--- config.mk ---
export PLATFORM = sky130hd
export DESIGN_NAME = tx_frame_scheduler_flat
export DESIGN_NICKNAME = d
export VERILOG_FILES = /design/src/hdl/tfs_pkg.sv /design/src/hdl/tfs_if.sv /design/src/hdl/tfs_core.sv /design/src/hdl/tx_frame_scheduler.sv /design/src/flat_wrapper.sv
export SDC_FILE = /design/constraint.sdc
export NUM_CORES = 1
export LEC_CHECK = 0
export ABC_AREA = 0
export BUFFER_PORTS_ARGS = -buffer_cell sky130_fd_sc_hd__buf_2
export CORE_MARGIN = 2
export CORE_UTILIZATION = 60
export CTS_CLUSTER_DIAMETER = 40
export DETAILED_ROUTE_END_ITERATION = 12
export PLACE_DENSITY_LB_ADDON = 0.25
export REMOVE_ABC_BUFFERS = 1
export SLEW_MARGIN = 20
export SYNTH_ARGS = -nofsm -noshare
export SYNTH_HDL_FRONTEND = slang
export SYNTH_SLANG_ARGS = --single-unit
export TNS_END_PERCENT = 100
--- constraint.sdc ---
create_clock -name clk -period 6.55 [get_ports clk]
set_input_delay 0.9825 -clock clk [delete_from_list [all_inputs] [get_ports clk]]
set_output_delay 0.9825 -clock clk [all_outputs]
set_load 0.1 [all_outputs]
--- src/hdl/tfs_pkg.sv ---
// shared types and constants of the transmit frame scheduler
package tfs_pkg;

    localparam int QUEUE_DEPTH     = 4;
    localparam int SLOT_COUNT      = 2;
    localparam int CONTROL_MAX_LEN = 300;
    localparam int MODE_MAX_LEN    = 256;

    localparam int QPTR_W     = (QUEUE_DEPTH > 1) ? $clog2(QUEUE_DEPTH) : 1;
    localparam int QCNT_W     = $clog2(QUEUE_DEPTH + 1);
    localparam int QLEN_W     = $clog2(CONTROL_MAX_LEN + 1);
    localparam int SLOT_IDX_W = (SLOT_COUNT > 1) ? $clog2(SLOT_COUNT) : 1;
    localparam int SLOT_LEN_W = 10;

    typedef enum logic [2:0] {
        REQ_ENQUEUE = 3'd0,
        REQ_PUBLISH = 3'd1,
        REQ_MODE_CHANGED = 3'd2,
        REQ_UPDATE = 3'd3,
        REQ_TX_DONE = 3'd4,
        REQ_TX_ERROR = 3'd5,
        REQ_SUSPEND = 3'd6
    } req_type_t;

    typedef enum logic [1:0] {
        SLOT_FREE = 2'd0,
        SLOT_PENDING = 2'd1,
        SLOT_SENDING = 2'd2
    } slot_state_t;

    typedef enum logic [1:0] {
        SRC_NONE = 2'd0,
        SRC_CONTROL = 2'd1,
        SRC_MODE = 2'd2
    } source_t;

    localparam logic [1:0] STATUS_OK   = 2'd0;
    localparam logic [1:0] STATUS_BUSY = 2'd1;

    localparam logic START_FROM_FIFO = 1'b0;
    localparam logic START_FROM_SLOT = 1'b1;

    typedef struct packed {
        logic [2:0]  req_type;
        logic [15:0] frame_length;
        logic [7:0]  mode_id;
        logic [31:0] generation;
        logic [15:0] seq_number;
        logic [1:0]  start_status;
        logic        suspend_flag;
    } req_item_t;

    typedef struct packed {
        logic        accepted;
        logic        start_issued;
        logic        start_source;
        logic [3:0]  start_index;
        logic [9:0]  start_length;
        logic [15:0] start_seq;
        logic [4:0]  queue_count;
        logic [1:0]  dropped_slots;
        logic        all_idle;
    } rsp_item_t;

endpackage

--- src/hdl/tfs_if.sv ---
// request and result channel interfaces of the transmit frame scheduler
interface tfs_req_if;
    logic        valid;
    logic        ready;
    logic [2:0]  req_type;
    logic [15:0] frame_length;
    logic [7:0]  mode_id;
    logic [31:0] generation;
    logic [15:0] seq_number;
    logic [1:0]  start_status;
    logic        suspend_flag;

    modport source (
        output valid, req_type, frame_length, mode_id, generation, seq_number,
               start_status, suspend_flag,
        input  ready
    );
    modport sink (
        input  valid, req_type, frame_length, mode_id, generation, seq_number,
               start_status, suspend_flag,
        output ready
    );
endinterface

interface tfs_rsp_if;
    logic        valid;
    logic        ready;
    logic        accepted;
    logic        start_issued;
    logic        start_source;
    logic [3:0]  start_index;
    logic [9:0]  start_length;
    logic [15:0] start_seq;
    logic [4:0]  queue_count;
    logic [1:0]  dropped_slots;
    logic        all_idle;

    modport source (
        output valid, accepted, start_issued, start_source, start_index,
               start_length, start_seq, queue_count, dropped_slots, all_idle,
        input  ready
    );
    modport sink (
        input  valid, accepted, start_issued, start_source, start_index,
               start_length, start_seq, queue_count, dropped_slots, all_idle,
        output ready
    );
endinterface

--- src/hdl/tfs_core.sv ---
// scheduler state: control fifo, mode slots, line tracking and per-beat update logic
module tfs_core (
    input  logic              clk,
    input  logic              rst_n,
    input  logic              step,
    input  tfs_pkg::req_item_t item,
    output tfs_pkg::rsp_item_t result
);

    localparam int QD = tfs_pkg::QUEUE_DEPTH;
    localparam int SC = tfs_pkg::SLOT_COUNT;
    localparam int PW = tfs_pkg::QPTR_W;
    localparam int CW = tfs_pkg::QCNT_W;
    localparam int LW = tfs_pkg::QLEN_W;
    localparam int IW = tfs_pkg::SLOT_IDX_W;
    localparam int SW = tfs_pkg::SLOT_LEN_W;

    logic [LW-1:0] fifo_len_reg [QD];
    logic [LW-1:0] fifo_len_next [QD];
    logic [PW-1:0] rd_pos_reg, rd_pos_next;
    logic [PW-1:0] wr_pos_reg, wr_pos_next;
    logic [CW-1:0] count_reg, count_next;

    tfs_pkg::slot_state_t slot_state_reg [SC];
    tfs_pkg::slot_state_t slot_state_next [SC];
    logic [7:0]    slot_mode_reg [SC];
    logic [7:0]    slot_mode_next [SC];
    logic [31:0]   slot_gen_reg [SC];
    logic [31:0]   slot_gen_next [SC];
    logic [15:0]   slot_seq_reg [SC];
    logic [15:0]   slot_seq_next [SC];
    logic [SW-1:0] slot_len_reg [SC];
    logic [SW-1:0] slot_len_next [SC];

    tfs_pkg::source_t src_reg, src_next;
    logic [IW-1:0] act_slot_reg, act_slot_next;
    logic busy_reg, busy_next;
    logic done_pend_reg, done_pend_next;
    logic err_pend_reg, err_pend_next;
    logic suspended_reg, suspended_next;

    logic [IW-1:0] pick;
    logic          found;
    logic [1:0]    dropped;
    logic [LW-1:0] head_len;
    logic [SC-1:0] sending_vec;

    function automatic logic [PW-1:0] ptr_inc(input logic [PW-1:0] p);
        logic [PW-1:0] r;
        if (p == PW'(QD - 1))
        begin
            r = '0;
        end
        else
        begin
            r = p + PW'(1);
        end
        return r;
    endfunction

    always_comb
    begin
        fifo_len_next   = fifo_len_reg;
        rd_pos_next     = rd_pos_reg;
        wr_pos_next     = wr_pos_reg;
        count_next      = count_reg;
        slot_state_next = slot_state_reg;
        slot_mode_next  = slot_mode_reg;
        slot_gen_next   = slot_gen_reg;
        slot_seq_next   = slot_seq_reg;
        slot_len_next   = slot_len_reg;
        src_next        = src_reg;
        act_slot_next   = act_slot_reg;
        busy_next       = busy_reg;
        done_pend_next  = done_pend_reg;
        err_pend_next   = err_pend_reg;
        suspended_next  = suspended_reg;
        pick            = '0;
        found           = 1'b0;
        dropped         = '0;
        head_len        = '0;
        result          = '0;

        unique case (item.req_type)
            tfs_pkg::REQ_ENQUEUE:
            begin
                if (item.frame_length != '0
                    && item.frame_length <= 16'(tfs_pkg::CONTROL_MAX_LEN)
                    && count_reg < CW'(QD))
                begin
                    fifo_len_next[wr_pos_reg] = item.frame_length[LW-1:0];
                    wr_pos_next = ptr_inc(wr_pos_reg);
                    count_next = count_reg + CW'(1);
                    result.accepted = 1'b1;
                end
            end
            tfs_pkg::REQ_PUBLISH:
            begin
                if (!suspended_reg && item.frame_length != '0
                    && item.frame_length <= 16'(tfs_pkg::MODE_MAX_LEN))
                begin
                    // free slot first, else overwrite the first pending one
                    for (int i = 0; i < SC; i++)
                    begin
                        if (!found && slot_state_reg[i] == tfs_pkg::SLOT_FREE)
                        begin
                            pick = IW'(i);
                            found = 1'b1;
                        end
                    end
                    for (int i = 0; i < SC; i++)
                    begin
                        if (!found && slot_state_reg[i] == tfs_pkg::SLOT_PENDING)
                        begin
                            pick = IW'(i);
                            found = 1'b1;
                        end
                    end
                    if (found)
                    begin
                        slot_len_next[pick]   = item.frame_length[SW-1:0];
                        slot_mode_next[pick]  = item.mode_id;
                        slot_gen_next[pick]   = item.generation;
                        slot_seq_next[pick]   = item.seq_number;
                        slot_state_next[pick] = tfs_pkg::SLOT_PENDING;
                        result.accepted = 1'b1;
                    end
                end
            end
            tfs_pkg::REQ_MODE_CHANGED:
            begin
                for (int i = 0; i < SC; i++)
                begin
                    if (slot_state_reg[i] == tfs_pkg::SLOT_PENDING
                        && slot_mode_reg[i] == item.mode_id
                        && slot_gen_reg[i] == item.generation)
                    begin
                        slot_state_next[i] = tfs_pkg::SLOT_FREE;
                        dropped = dropped + 2'd1;
                    end
                end
            end
            tfs_pkg::REQ_UPDATE:
            begin
                if (err_pend_next)
                begin
                    err_pend_next = 1'b0;
                    if (src_next == tfs_pkg::SRC_MODE)
                    begin
                        slot_state_next[act_slot_next] = tfs_pkg::SLOT_FREE;
                        slot_mode_next[act_slot_next]  = '0;
                        slot_gen_next[act_slot_next]   = '0;
                        slot_seq_next[act_slot_next]   = '0;
                        slot_len_next[act_slot_next]   = '0;
                    end
                    src_next = tfs_pkg::SRC_NONE;
                    act_slot_next = '0;
                    busy_next = 1'b0;
                end
                if (done_pend_next)
                begin
                    done_pend_next = 1'b0;
                    if (src_next == tfs_pkg::SRC_CONTROL)
                    begin
                        if (count_next != '0)
                        begin
                            fifo_len_next[rd_pos_next] = '0;
                            rd_pos_next = ptr_inc(rd_pos_next);
                            count_next = count_next - CW'(1);
                        end
                    end
                    else if (src_next == tfs_pkg::SRC_MODE)
                    begin
                        slot_state_next[act_slot_next] = tfs_pkg::SLOT_FREE;
                        slot_mode_next[act_slot_next]  = '0;
                        slot_gen_next[act_slot_next]   = '0;
                        slot_seq_next[act_slot_next]   = '0;
                        slot_len_next[act_slot_next]   = '0;
                    end
                    src_next = tfs_pkg::SRC_NONE;
                    act_slot_next = '0;
                    busy_next = 1'b0;
                end
                if (!busy_next)
                begin
                    if (count_next != '0)
                    begin
                        head_len = fifo_len_next[rd_pos_next];
                        if (head_len != '0
                            && head_len <= LW'(tfs_pkg::CONTROL_MAX_LEN))
                        begin
                            if (item.start_status == tfs_pkg::STATUS_OK)
                            begin
                                src_next = tfs_pkg::SRC_CONTROL;
                                act_slot_next = '0;
                                busy_next = 1'b1;
                                result.start_issued = 1'b1;
                                result.start_source = tfs_pkg::START_FROM_FIFO;
                                result.start_index = 4'(rd_pos_next);
                                result.start_length = 10'(head_len);
                            end
                            else if (item.start_status != tfs_pkg::STATUS_BUSY)
                            begin
                                err_pend_next = 1'b1;
                            end
                        end
                    end
                    else if (!suspended_reg)
                    begin
                        // drop stale pending slots, keep the first matching one
                        for (int i = 0; i < SC; i++)
                        begin
                            if (slot_state_next[i] == tfs_pkg::SLOT_PENDING)
                            begin
                                if (slot_mode_next[i] != item.mode_id
                                    || slot_gen_next[i] != item.generation)
                                begin
                                    slot_state_next[i] = tfs_pkg::SLOT_FREE;
                                    slot_mode_next[i]  = '0;
                                    slot_gen_next[i]   = '0;
                                    slot_seq_next[i]   = '0;
                                    slot_len_next[i]   = '0;
                                    dropped = dropped + 2'd1;
                                end
                                else if (!found)
                                begin
                                    pick = IW'(i);
                                    found = 1'b1;
                                end
                            end
                        end
                        if (found)
                        begin
                            if (item.start_status == tfs_pkg::STATUS_OK)
                            begin
                                slot_state_next[pick] = tfs_pkg::SLOT_SENDING;
                                src_next = tfs_pkg::SRC_MODE;
                                act_slot_next = pick;
                                busy_next = 1'b1;
                                result.start_issued = 1'b1;
                                result.start_source = tfs_pkg::START_FROM_SLOT;
                                result.start_index = 4'(pick);
                                result.start_length = slot_len_next[pick];
                                result.start_seq = slot_seq_next[pick];
                            end
                            else if (item.start_status != tfs_pkg::STATUS_BUSY)
                            begin
                                slot_state_next[pick] = tfs_pkg::SLOT_FREE;
                                err_pend_next = 1'b1;
                            end
                        end
                    end
                end
            end
            tfs_pkg::REQ_TX_DONE:
            begin
                done_pend_next = 1'b1;
            end
            tfs_pkg::REQ_TX_ERROR:
            begin
                err_pend_next = 1'b1;
            end
            tfs_pkg::REQ_SUSPEND:
            begin
                suspended_next = item.suspend_flag;
                if (item.suspend_flag)
                begin
                    for (int i = 0; i < SC; i++)
                    begin
                        if (slot_state_reg[i] == tfs_pkg::SLOT_PENDING)
                        begin
                            slot_state_next[i] = tfs_pkg::SLOT_FREE;
                            slot_len_next[i] = '0;
                            dropped = dropped + 2'd1;
                        end
                    end
                end
            end
            default:
            begin
                // unknown request leaves state alone
            end
        endcase

        result.queue_count = 5'(count_next);
        result.dropped_slots = dropped;
        result.all_idle = !busy_next && count_next == '0;
        for (int i = 0; i < SC; i++)
        begin
            if (slot_state_next[i] != tfs_pkg::SLOT_FREE)
            begin
                result.all_idle = 1'b0;
            end
        end
    end

    always_ff @(posedge clk or negedge rst_n)
    begin
        if (!rst_n)
        begin
            for (int i = 0; i < QD; i++)
            begin
                fifo_len_reg[i] <= '0;
            end
            for (int i = 0; i < SC; i++)
            begin
                slot_state_reg[i] <= tfs_pkg::SLOT_FREE;
                slot_mode_reg[i]  <= '0;
                slot_gen_reg[i]   <= '0;
                slot_seq_reg[i]   <= '0;
                slot_len_reg[i]   <= '0;
            end
            rd_pos_reg    <= '0;
            wr_pos_reg    <= '0;
            count_reg     <= '0;
            src_reg       <= tfs_pkg::SRC_NONE;
            act_slot_reg  <= '0;
            busy_reg      <= 1'b0;
            done_pend_reg <= 1'b0;
            err_pend_reg  <= 1'b0;
            suspended_reg <= 1'b0;
        end
        else if (step)
        begin
            fifo_len_reg   <= fifo_len_next;
            slot_state_reg <= slot_state_next;
            slot_mode_reg  <= slot_mode_next;
            slot_gen_reg   <= slot_gen_next;
            slot_seq_reg   <= slot_seq_next;
            slot_len_reg   <= slot_len_next;
            rd_pos_reg     <= rd_pos_next;
            wr_pos_reg     <= wr_pos_next;
            count_reg      <= count_next;
            src_reg        <= src_next;
            act_slot_reg   <= act_slot_next;
            busy_reg       <= busy_next;
            done_pend_reg  <= done_pend_next;
            err_pend_reg   <= err_pend_next;
            suspended_reg  <= suspended_next;
        end
    end

    always_comb
    begin
        for (int i = 0; i < SC; i++)
        begin
            sending_vec[i] = (slot_state_reg[i] == tfs_pkg::SLOT_SENDING);
        end
    end

    a_count_bound: assert property (@(posedge clk) disable iff (!rst_n)
        count_reg <= CW'(QD))
        else $error("control fifo count above depth");

    a_one_sending: assert property (@(posedge clk) disable iff (!rst_n)
        $countones(sending_vec) <= 1)
        else $error("more than one mode slot sending");

    a_sending_owned: assert property (@(posedge clk) disable iff (!rst_n)
        (|sending_vec) |-> (busy_reg && src_reg == tfs_pkg::SRC_MODE
                            && sending_vec[act_slot_reg]))
        else $error("sending slot not tracked as the active frame");

    a_busy_source: assert property (@(posedge clk) disable iff (!rst_n)
        busy_reg == (src_reg != tfs_pkg::SRC_NONE))
        else $error("line busy flag disagrees with active source");

endmodule

--- src/hdl/tx_frame_scheduler.sv ---
// Transmit frame scheduler: takes one request beat per clock unless the result side stalls,
// and returns one result beat for each. A request sits in an input register, the scheduler
// state and the result are worked out from it combinationally, and the result lands in an
// output register; the block keeps a sustained rate of one request per cycle while results
// are taken. The state update is committed when a request leaves the input register,
// which only waits when the output register holds a result that has not been taken.
module tx_frame_scheduler (
    input  logic      clk,
    input  logic      rst_n,
    tfs_req_if.sink   req,
    tfs_rsp_if.source rsp
);

    logic               s1_valid_reg;
    tfs_pkg::req_item_t s1_item_reg;
    logic               rsp_valid_reg;
    tfs_pkg::rsp_item_t rsp_item_reg;
    tfs_pkg::rsp_item_t core_result;
    tfs_pkg::req_item_t in_item;
    logic               s1_move;

    assign s1_move   = s1_valid_reg && (!rsp_valid_reg || rsp.ready);
    assign req.ready = !s1_valid_reg || s1_move;

    always_comb
    begin
        in_item.req_type     = req.req_type;
        in_item.frame_length = req.frame_length;
        in_item.mode_id      = req.mode_id;
        in_item.generation   = req.generation;
        in_item.seq_number   = req.seq_number;
        in_item.start_status = req.start_status;
        in_item.suspend_flag = req.suspend_flag;
    end

    tfs_core u_core (
        .clk    (clk),
        .rst_n  (rst_n),
        .step   (s1_move),
        .item   (s1_item_reg),
        .result (core_result)
    );

    always_ff @(posedge clk or negedge rst_n)
    begin
        if (!rst_n)
        begin
            s1_valid_reg  <= 1'b0;
            rsp_valid_reg <= 1'b0;
        end
        else
        begin
            if (req.ready)
            begin
                s1_valid_reg <= req.valid;
            end
            if (s1_move)
            begin
                rsp_valid_reg <= 1'b1;
            end
            else if (rsp.ready)
            begin
                rsp_valid_reg <= 1'b0;
            end
        end
    end

    always_ff @(posedge clk)
    begin
        if (req.valid && req.ready)
        begin
            s1_item_reg <= in_item;
        end
        if (s1_move)
        begin
            rsp_item_reg <= core_result;
        end
    end

    assign rsp.valid         = rsp_valid_reg;
    assign rsp.accepted      = rsp_item_reg.accepted;
    assign rsp.start_issued  = rsp_item_reg.start_issued;
    assign rsp.start_source  = rsp_item_reg.start_source;
    assign rsp.start_index   = rsp_item_reg.start_index;
    assign rsp.start_length  = rsp_item_reg.start_length;
    assign rsp.start_seq     = rsp_item_reg.start_seq;
    assign rsp.queue_count   = rsp_item_reg.queue_count;
    assign rsp.dropped_slots = rsp_item_reg.dropped_slots;
    assign rsp.all_idle      = rsp_item_reg.all_idle;

    a_fill_result: assert property (@(posedge clk) disable iff (!rst_n)
        (s1_valid_reg && !rsp_valid_reg) |=> rsp_valid_reg)
        else $error("pending beat did not reach the result register");

    a_no_phantom: assert property (@(posedge clk) disable iff (!rst_n)
        (!s1_valid_reg && rsp.ready) |=> !rsp_valid_reg)
        else $error("result beat appeared without a request");

    a_backpressure: assert property (@(posedge clk) disable iff (!rst_n)
        (s1_valid_reg && rsp_valid_reg && !rsp.ready) |-> !req.ready)
        else $error("request taken while both stages are full");

endmodule

--- src/flat_wrapper.sv ---
// flat-port wrapper written by rule: the top's interface ports become plain ports
module tx_frame_scheduler_flat 
  (clk, rst_n, req_valid, req_req_type, req_frame_length, req_mode_id, req_generation, req_seq_number, req_start_status, req_suspend_flag, req_ready, rsp_valid, rsp_accepted, rsp_start_issued, rsp_start_source, rsp_start_index, rsp_start_length, rsp_start_seq, rsp_queue_count, rsp_dropped_slots, rsp_all_idle, rsp_ready);
  tfs_req_if req_i ();
  tfs_rsp_if rsp_i ();
  input  logic clk;
  input  logic rst_n;
  input wire logic [$bits(req_i.valid)-1:0] req_valid;
  input wire logic [$bits(req_i.req_type)-1:0] req_req_type;
  input wire logic [$bits(req_i.frame_length)-1:0] req_frame_length;
  input wire logic [$bits(req_i.mode_id)-1:0] req_mode_id;
  input wire logic [$bits(req_i.generation)-1:0] req_generation;
  input wire logic [$bits(req_i.seq_number)-1:0] req_seq_number;
  input wire logic [$bits(req_i.start_status)-1:0] req_start_status;
  input wire logic [$bits(req_i.suspend_flag)-1:0] req_suspend_flag;
  output wire logic [$bits(req_i.ready)-1:0] req_ready;
  output wire logic [$bits(rsp_i.valid)-1:0] rsp_valid;
  output wire logic [$bits(rsp_i.accepted)-1:0] rsp_accepted;
  output wire logic [$bits(rsp_i.start_issued)-1:0] rsp_start_issued;
  output wire logic [$bits(rsp_i.start_source)-1:0] rsp_start_source;
  output wire logic [$bits(rsp_i.start_index)-1:0] rsp_start_index;
  output wire logic [$bits(rsp_i.start_length)-1:0] rsp_start_length;
  output wire logic [$bits(rsp_i.start_seq)-1:0] rsp_start_seq;
  output wire logic [$bits(rsp_i.queue_count)-1:0] rsp_queue_count;
  output wire logic [$bits(rsp_i.dropped_slots)-1:0] rsp_dropped_slots;
  output wire logic [$bits(rsp_i.all_idle)-1:0] rsp_all_idle;
  input wire logic [$bits(rsp_i.ready)-1:0] rsp_ready;
  assign req_i.valid = req_valid;
  assign req_i.req_type = req_req_type;
  assign req_i.frame_length = req_frame_length;
  assign req_i.mode_id = req_mode_id;
  assign req_i.generation = req_generation;
  assign req_i.seq_number = req_seq_number;
  assign req_i.start_status = req_start_status;
  assign req_i.suspend_flag = req_suspend_flag;
  assign req_ready = req_i.ready;
  assign rsp_valid = rsp_i.valid;
  assign rsp_accepted = rsp_i.accepted;
  assign rsp_start_issued = rsp_i.start_issued;
  assign rsp_start_source = rsp_i.start_source;
  assign rsp_start_index = rsp_i.start_index;
  assign rsp_start_length = rsp_i.start_length;
  assign rsp_start_seq = rsp_i.start_seq;
  assign rsp_queue_count = rsp_i.queue_count;
  assign rsp_dropped_slots = rsp_i.dropped_slots;
  assign rsp_all_idle = rsp_i.all_idle;
  assign rsp_i.ready = rsp_ready;
  tx_frame_scheduler u_core (.clk(clk), .rst_n(rst_n), .req(req_i), .rsp(rsp_i));
endmodule
After elaboration in Yosys (flattened, before gate mapping):

Cells that the tools add are included.

* bitwise logic cells: 40
* multiplexer cells: 277
* magnitude comparators: 17
* eq/ne operators: 30
* $add $sub $neg: 7
* reduce and logical (&&, ||, !) cells: 61

Operators by type and width (number)
* $mux 64: 12
* $mux 32: 21
* $mux 16: 25
* $mux 20: 12
* $mux 36: 5
* $and 64x64->64: 2
* $not 64->64: 2
* $pmux 64 s2: 1
* $mux 10: 12
* $mux 2: 51
* $demux 32 s1: 3
* $mux 1: 72
* $pmux 36 s2: 1
* $and 32x32->32: 2
* $bwmux 64: 1
* $eq 32x32->1: 2
* $mux 4: 16
* $ne 32x32->1: 2
* $not 32->32: 2
* $pmux 32 s2: 1
* $pmux 20 s3: 1
* $mux 8: 7
* $demux 16 s1: 3
* $and 20x20->20: 2
* other kinds (63): 174

* input bits: 82
* output and inout port bits: 43
* logic and storage cells: 473
* register bits: 305

Logic depth before layout (Yosys ltp):

* word-level depth: 46
* gate-level depth with buffers: 16
* depth with buffers taken out: 11

Modules after synthesis:

A second synthesis with hierarchy kept.

* cell total of the unflattened synthesis: 1352
* area, all modules: 15378.5 um^2

By module, submodules not included
* tfs_core: area an instance 11701.2 um^2, seq. area each 4654.5 um^2, instances 1, cells each 1225
* tx_frame_scheduler: area an instance 3677.3 um^2, seq. area each 3623.5 um^2, instances 1, cells each 127

Worst setup path before layout:

OpenSTA, ideal clock, no wires.

* path type: input to register
* start point: input port rsp_ready
* end point: register u_core.s1_item_reg[0] (netlist bit), enable pin
* path buffers: 0
* slack: 2406 ps
* setup time: 444 ps
* cell stages on the path: 2
* data required time: 6106 ps
* data arrival time: 3699 ps
* cell sequence: nand3b_1 and2_1

* longest elaborated chain between the ends: 4

RTL lines
* start, declared: line flat_wrapper.sv:27 `input wire logic [$bits(rsp_i.ready)-1:0] rsp_ready;`
* $logic_or 1x1->1: line tx_frame_scheduler.sv:22 `assign s1_move = s1_valid_reg && (!rsp_valid_reg || rsp.ready);`
* $logic_and 1x1->1: line tx_frame_scheduler.sv:22
* $logic_or 1x1->1: line tx_frame_scheduler.sv:23 `assign req.ready = !s1_valid_reg || s1_move;`
* $logic_and 1x1->1: line tx_frame_scheduler.sv:70 `if (req.valid && req.ready)`
* end signal, assigned: line tx_frame_scheduler.sv:72 `s1_item_reg <= in_item;`
* end, declared: line tx_frame_scheduler.sv:15 `tfs_pkg::req_item_t s1_item_reg;`

Every way passes these cells.
A chain may end at the register's enable or synchronous reset.

Final worst setup path:

* start point: register u_core.u_core.src_reg[0]
* end point: register u_core.u_core.src_reg[0]

* longest elaborated chain between the ends: 27
* elaborated cells between the ends (all ways): 74
* classes of those cells: order compare (1); eq/ne (9); mux (55); bitwise (4); reduce/logical (5)

RTL lines
* start, declared: line tfs_core.sv:35 `tfs_pkg::source_t src_reg, src_next;`
* start signal, assigned: line tfs_core.sv:316 `src_reg <= tfs_pkg::SRC_NONE;`
* start signal, assigned: line tfs_core.sv:334 `src_reg <= src_next;`
* $eq 2x2->1: line tfs_core.sv:148 `if (src_next == tfs_pkg::SRC_MODE)`
* $mux 64 / $mux 16 (equally long branches): line tfs_core.sv:148
* $mux 64 / $mux 16 (equally long branches): line tfs_core.sv:145 `if (err_pend_next)`
* $mux 64 / $mux 16 (equally long branches): line tfs_core.sv:84 `unique case (item.req_type)`
* $and 64x64->64 (no line) / $and 16x16->16 (equally long branches)
* $mux 64 / $mux 16 (equally long branches): line tfs_core.sv:172 `else if (src_next == tfs_pkg::SRC_MODE)`
* $mux 64 / $mux 16 (equally long branches): line tfs_core.sv:163 `if (src_next == tfs_pkg::SRC_CONTROL)`
* $mux 64 / $mux 16 (equally long branches): line tfs_core.sv:160 `if (done_pend_next)`
* [11 not listed]
* $mux 1: line tfs_core.sv:208 `else if (!suspended_reg)`
* $mux 1: line tfs_core.sv:186 `if (count_next != '0)`
* $mux 1: line tfs_core.sv:184 `if (!busy_next)`
* $mux 1: line tfs_core.sv:84
* $mux 2: line tfs_core.sv:232 `if (found)`
* $mux 2: line tfs_core.sv:208
* $mux 2: line tfs_core.sv:186
* $mux 2 *: line tfs_core.sv:184

Every way passes the cells marked *; elsewhere a longest branch is shown, timed or not. The select of a mux whose other input is x is not followed.

==> results.cfg <==
[synth]
ys_ff_latch = 303
synth_edf_count = 115
syn_inst = 1360
synth_flop_cell = dfrtp_1
yosysSeqAreaShare_pct = 53.8
yosys_warnings = 0
avgSynthCellArea_um2 = 11.2
syn-cell-area_um2 = 15200
ys_types = 73
async_reset_ff_share_pct = 62.0

[die]
start_util_pct = 60.6
die_y_um = 163
dieArea_um2 = 26600
coreArea_um2 = 25000
die_w_um = 163
ios = 125
rows = 58

[clock_tree]
cts_resized = 0
clock_sinks = 303
clock_path_buffers = 3
htree_levels = 2
root_buffer = clkbuf_16
tritoncts = done
postCtsHoldBufs = 0
clk_pin_slew_ns = 0.06
worstSkewPairLatency_ns = 0.54
cts_setup_buffers = 0
numCtsBuffers = 42

[pwr]
intPower_uw = 4770
comb_power_share_pct = 24.0
leakage_uw = 0.00694
netSwitchingFraction_pct = 32.4
sequentialPowerShare_pct = 42.2
vdd_ir_drop_max_mv = 0.275
p_per_area_nw_per_um2 = 409
p_switching_uw = 2290
p_clk_share_pct = 33.8
p_total_uw = 7070

[sta]
slew_viol_final = 0
fin_worst_skew_ns = 0.0277
hold_viol = 0
setup_viol = 0
tightest_slew_ns = 1.14
setup_ws_ns = 1.87
final.period_utilization_pct = 71.4
finalSetupTns_ns = 0
slew-limit-headroom_pct = 23.6
fmax_mhz = 214
grt_setup_unrepaired = no
period_needed_ns = 4.68

[layout]
final_cell_area_um2 = 17300
area_growth_pct = 13.9
fillers = 1827
largest_reg_flops = 78
final_util_pct = 69.0
layout-drive-gt1-share_pct = 15.2
final_net_count = 1507
antenna_cells = 0

[placement]
port_buffers = 120
dp_slack_ns = 1.86
placed_cell_area_um2 = 15800
place_congestion = 0.946
hpwl_um = 27100

[worst_setup_path]
required_ns = 6.96
max_stage_delay_ns = 0.83
arrival_ns = 5.09
cp_cell_sequence = nor2b_2, buf_4, and3_1, o21ai_0, a21oi_1, nand4_1, nor2_1, buf_4, o21ba_1, or4_4, a221o_1
critPathCaptureType = register
crit_top_cell = buf_4
path_class = register to register
r2r_start = u_core.u_core.src_reg[0]$_DFFE_PN0P_
rr_endpoint = u_core.u_core.src_reg[0]$_DFFE_PN0P_
r2r_slack_ns = 1.87
crit_path_start_kind = register
cp_max_fo = 22
slowest_stage = and3_1
ff2ff_path_depth = 11

[routing]
ant_nets = 0
totalWireLength_um = 41800
drtIter0Drc = 1503
remaining_drc_errors = 0
wl_per_cell_um = 23.6
first_pass_iters = 5
vias = 12200
viasPerCell = 6.90

[global_routing]
grt.overflow.total = 0
grtUsageTotal_pct = 31.5
antenna_found_initial = 0
grt_pass1_vias = 11600
grt_max_degree = 70
grt_pass1_wl_um = 65500

[status]
outcome = complete, no violations

[flow_run]
maxCapViolations = 0

[hold_path]
hold_class = primary input to async pin
through the flow:
| stage | cells | hold slack (ns) |
|---|---|---|
| final | 1775 | 0.445 |
| after global routing | 1775 | 0.473 |
| after CTS | 1775 | 0.450 |
| after detailed placement | 1697 | 0.478 |
| after global placement | 1697 | 0.468 |
| after floorplan | 1234 | 0.454 |
power groups by stage:
| stage | Sequential [uW] | Clock [uW] | Combinational (uW) |
|---|---|---|---|
| CTS | 2960 | 2400 | 1680 |
| global placement | 2960 | 0 | 1610 |
| global route | 3040 | 2490 | 1830 |
| finish | 2990 | 2390 | 1690 |
| detailed placement | 2980 | 0 | 1660 |
| floorplan | 2960 | 0 | 1190 |
area by class of cell:
type	count	area [um^2]	share of cell area, %
Inverter	17	63.8	0.369
Tap cell	330	413	2.39
Sequential cell	303	8160	47.2
Timing Repair Buffer	133	707	4.09
Multi-Input combinational cell	914	6440	37.3
Clock buffer	54	1190	6.88
Clock inverter	24	308	1.78
critical path: cells and delay by family (launching register included):
kind,cells,cell delay [ns]
and+or+nand+nor,5,2.44
AOI/OAI and AO/OA,4,0.96
buffers and inverters,2,0.69
DFF,1,0.43
worst max-delay path by stage:
stage / startpoint / end / slack [ns] / cells after the start
finish: u_core.u_core.src_reg[0]$_DFFE_PN0P_ / u_core.u_core.src_reg[0]$_DFFE_PN0P_ / 1.87 / 11
global route: u_core.u_core.err_pend_reg$_DFFE_PN0P_ / u_core.rsp.start_length[8]$_SDFFCE_PP0P_ / 1.62 / 9
CTS: u_core.u_core.src_reg[0]$_DFFE_PN0P_ / u_core.u_core.slot_gen_reg[3]$_DFFE_PN0P_ / 1.87 / 10
detailed placement: u_core.u_core.src_reg[0]$_DFFE_PN0P_ / u_core.u_core.slot_seq_reg[12]$_DFFE_PN0P_ / 1.86 / 10
global placement: u_core.u_core.src_reg[0]$_DFFE_PN0P_ / u_core.u_core.slot_seq_reg[6]$_DFFE_PN0P_ / 1.88 / 10
floorplan: rsp_ready / u_core.u_core.slot_gen_reg[32]$_DFFE_PN0P_ / 0.10 / 6
kinds of logic after synthesis:
kind of cell / Yosys count / share of synthesized area [%]
xor gates and xnor gates: 82 / 4.73
adders and majority gates: 14 / 1.15
DFF: 303 / 53.8
muxes: 2 / 0.140
AOI/OAI and AO/OA: 456 / 23.0
buffers and inverters: 146 / 4.09
other: 1 / 0.0247
and+or+nand+nor: 356 / 13.1
layout by cell type, fill, tap and decap left out, types with 44 or more instances in the layout:
cell	instances
a22o_1	172
buf_2	119
nand2_1	59
nor2_1	105
xnor2_1	78
dfrtp_1	188
clkbuf_16	44
edfxtp_1	115
a31oi_1	78
per-layer routing:
metal | GRT usage [%] | part of all wire, % | wire length (um)
met4 | 9.09 | 2.5 | 1070
met3 | 4.98 | 9.2 | 3850
met2 | 48.1 | 46 | 19100
met1 | 46.9 | 43 | 17800
met5 | 0 | 0 | 0
synthesized netlist by cell type, types with 3 or more instances:
library cell  count  area share [%]
nand2b_1         13            0.54
buf_4             8            0.40
nand2_1          59             1.5
a22oi_1          19            0.94
a21oi_1          30            0.99
edfxtp_1        115              23
buf_2            22            0.73
a31oi_1          78             3.2
nor4_1           11            0.45
o21ai_1           8            0.26
a21o_1            3            0.15
xnor2_1          78             4.5
dfrtp_1         188              31
nand3_1          18            0.59
o22ai_1           4            0.16
nor3_1           17            0.56
a211oi_1          3            0.15
a221o_1          12            0.79
nor4b_1           4            0.23
a221oi_1          9            0.52
ha_1             14             1.2
nor4bb_1         39             2.6
or4_1             5            0.25
and3_1           10            0.41
o31ai_1           4            0.20
inv_1            17            0.42
clkbuf_1         87             2.2
o211ai_1          4            0.20
o32ai_1          27             1.6
nand4_1          32             1.3
o21ai_0          39             1.3
and2_1            8            0.33
buf_1            10            0.25
a22o_1          172             9.9
xor2_1            4            0.23
a32oi_1          15            0.87
or3_1             6            0.25
o32a_1            8            0.53
a41oi_1           3            0.17
nor2b_1           9            0.37
nand4b_1          4            0.23
and4_1            3            0.17
nor2_1          106             2.6
Power figures use the tool's default switching activity.
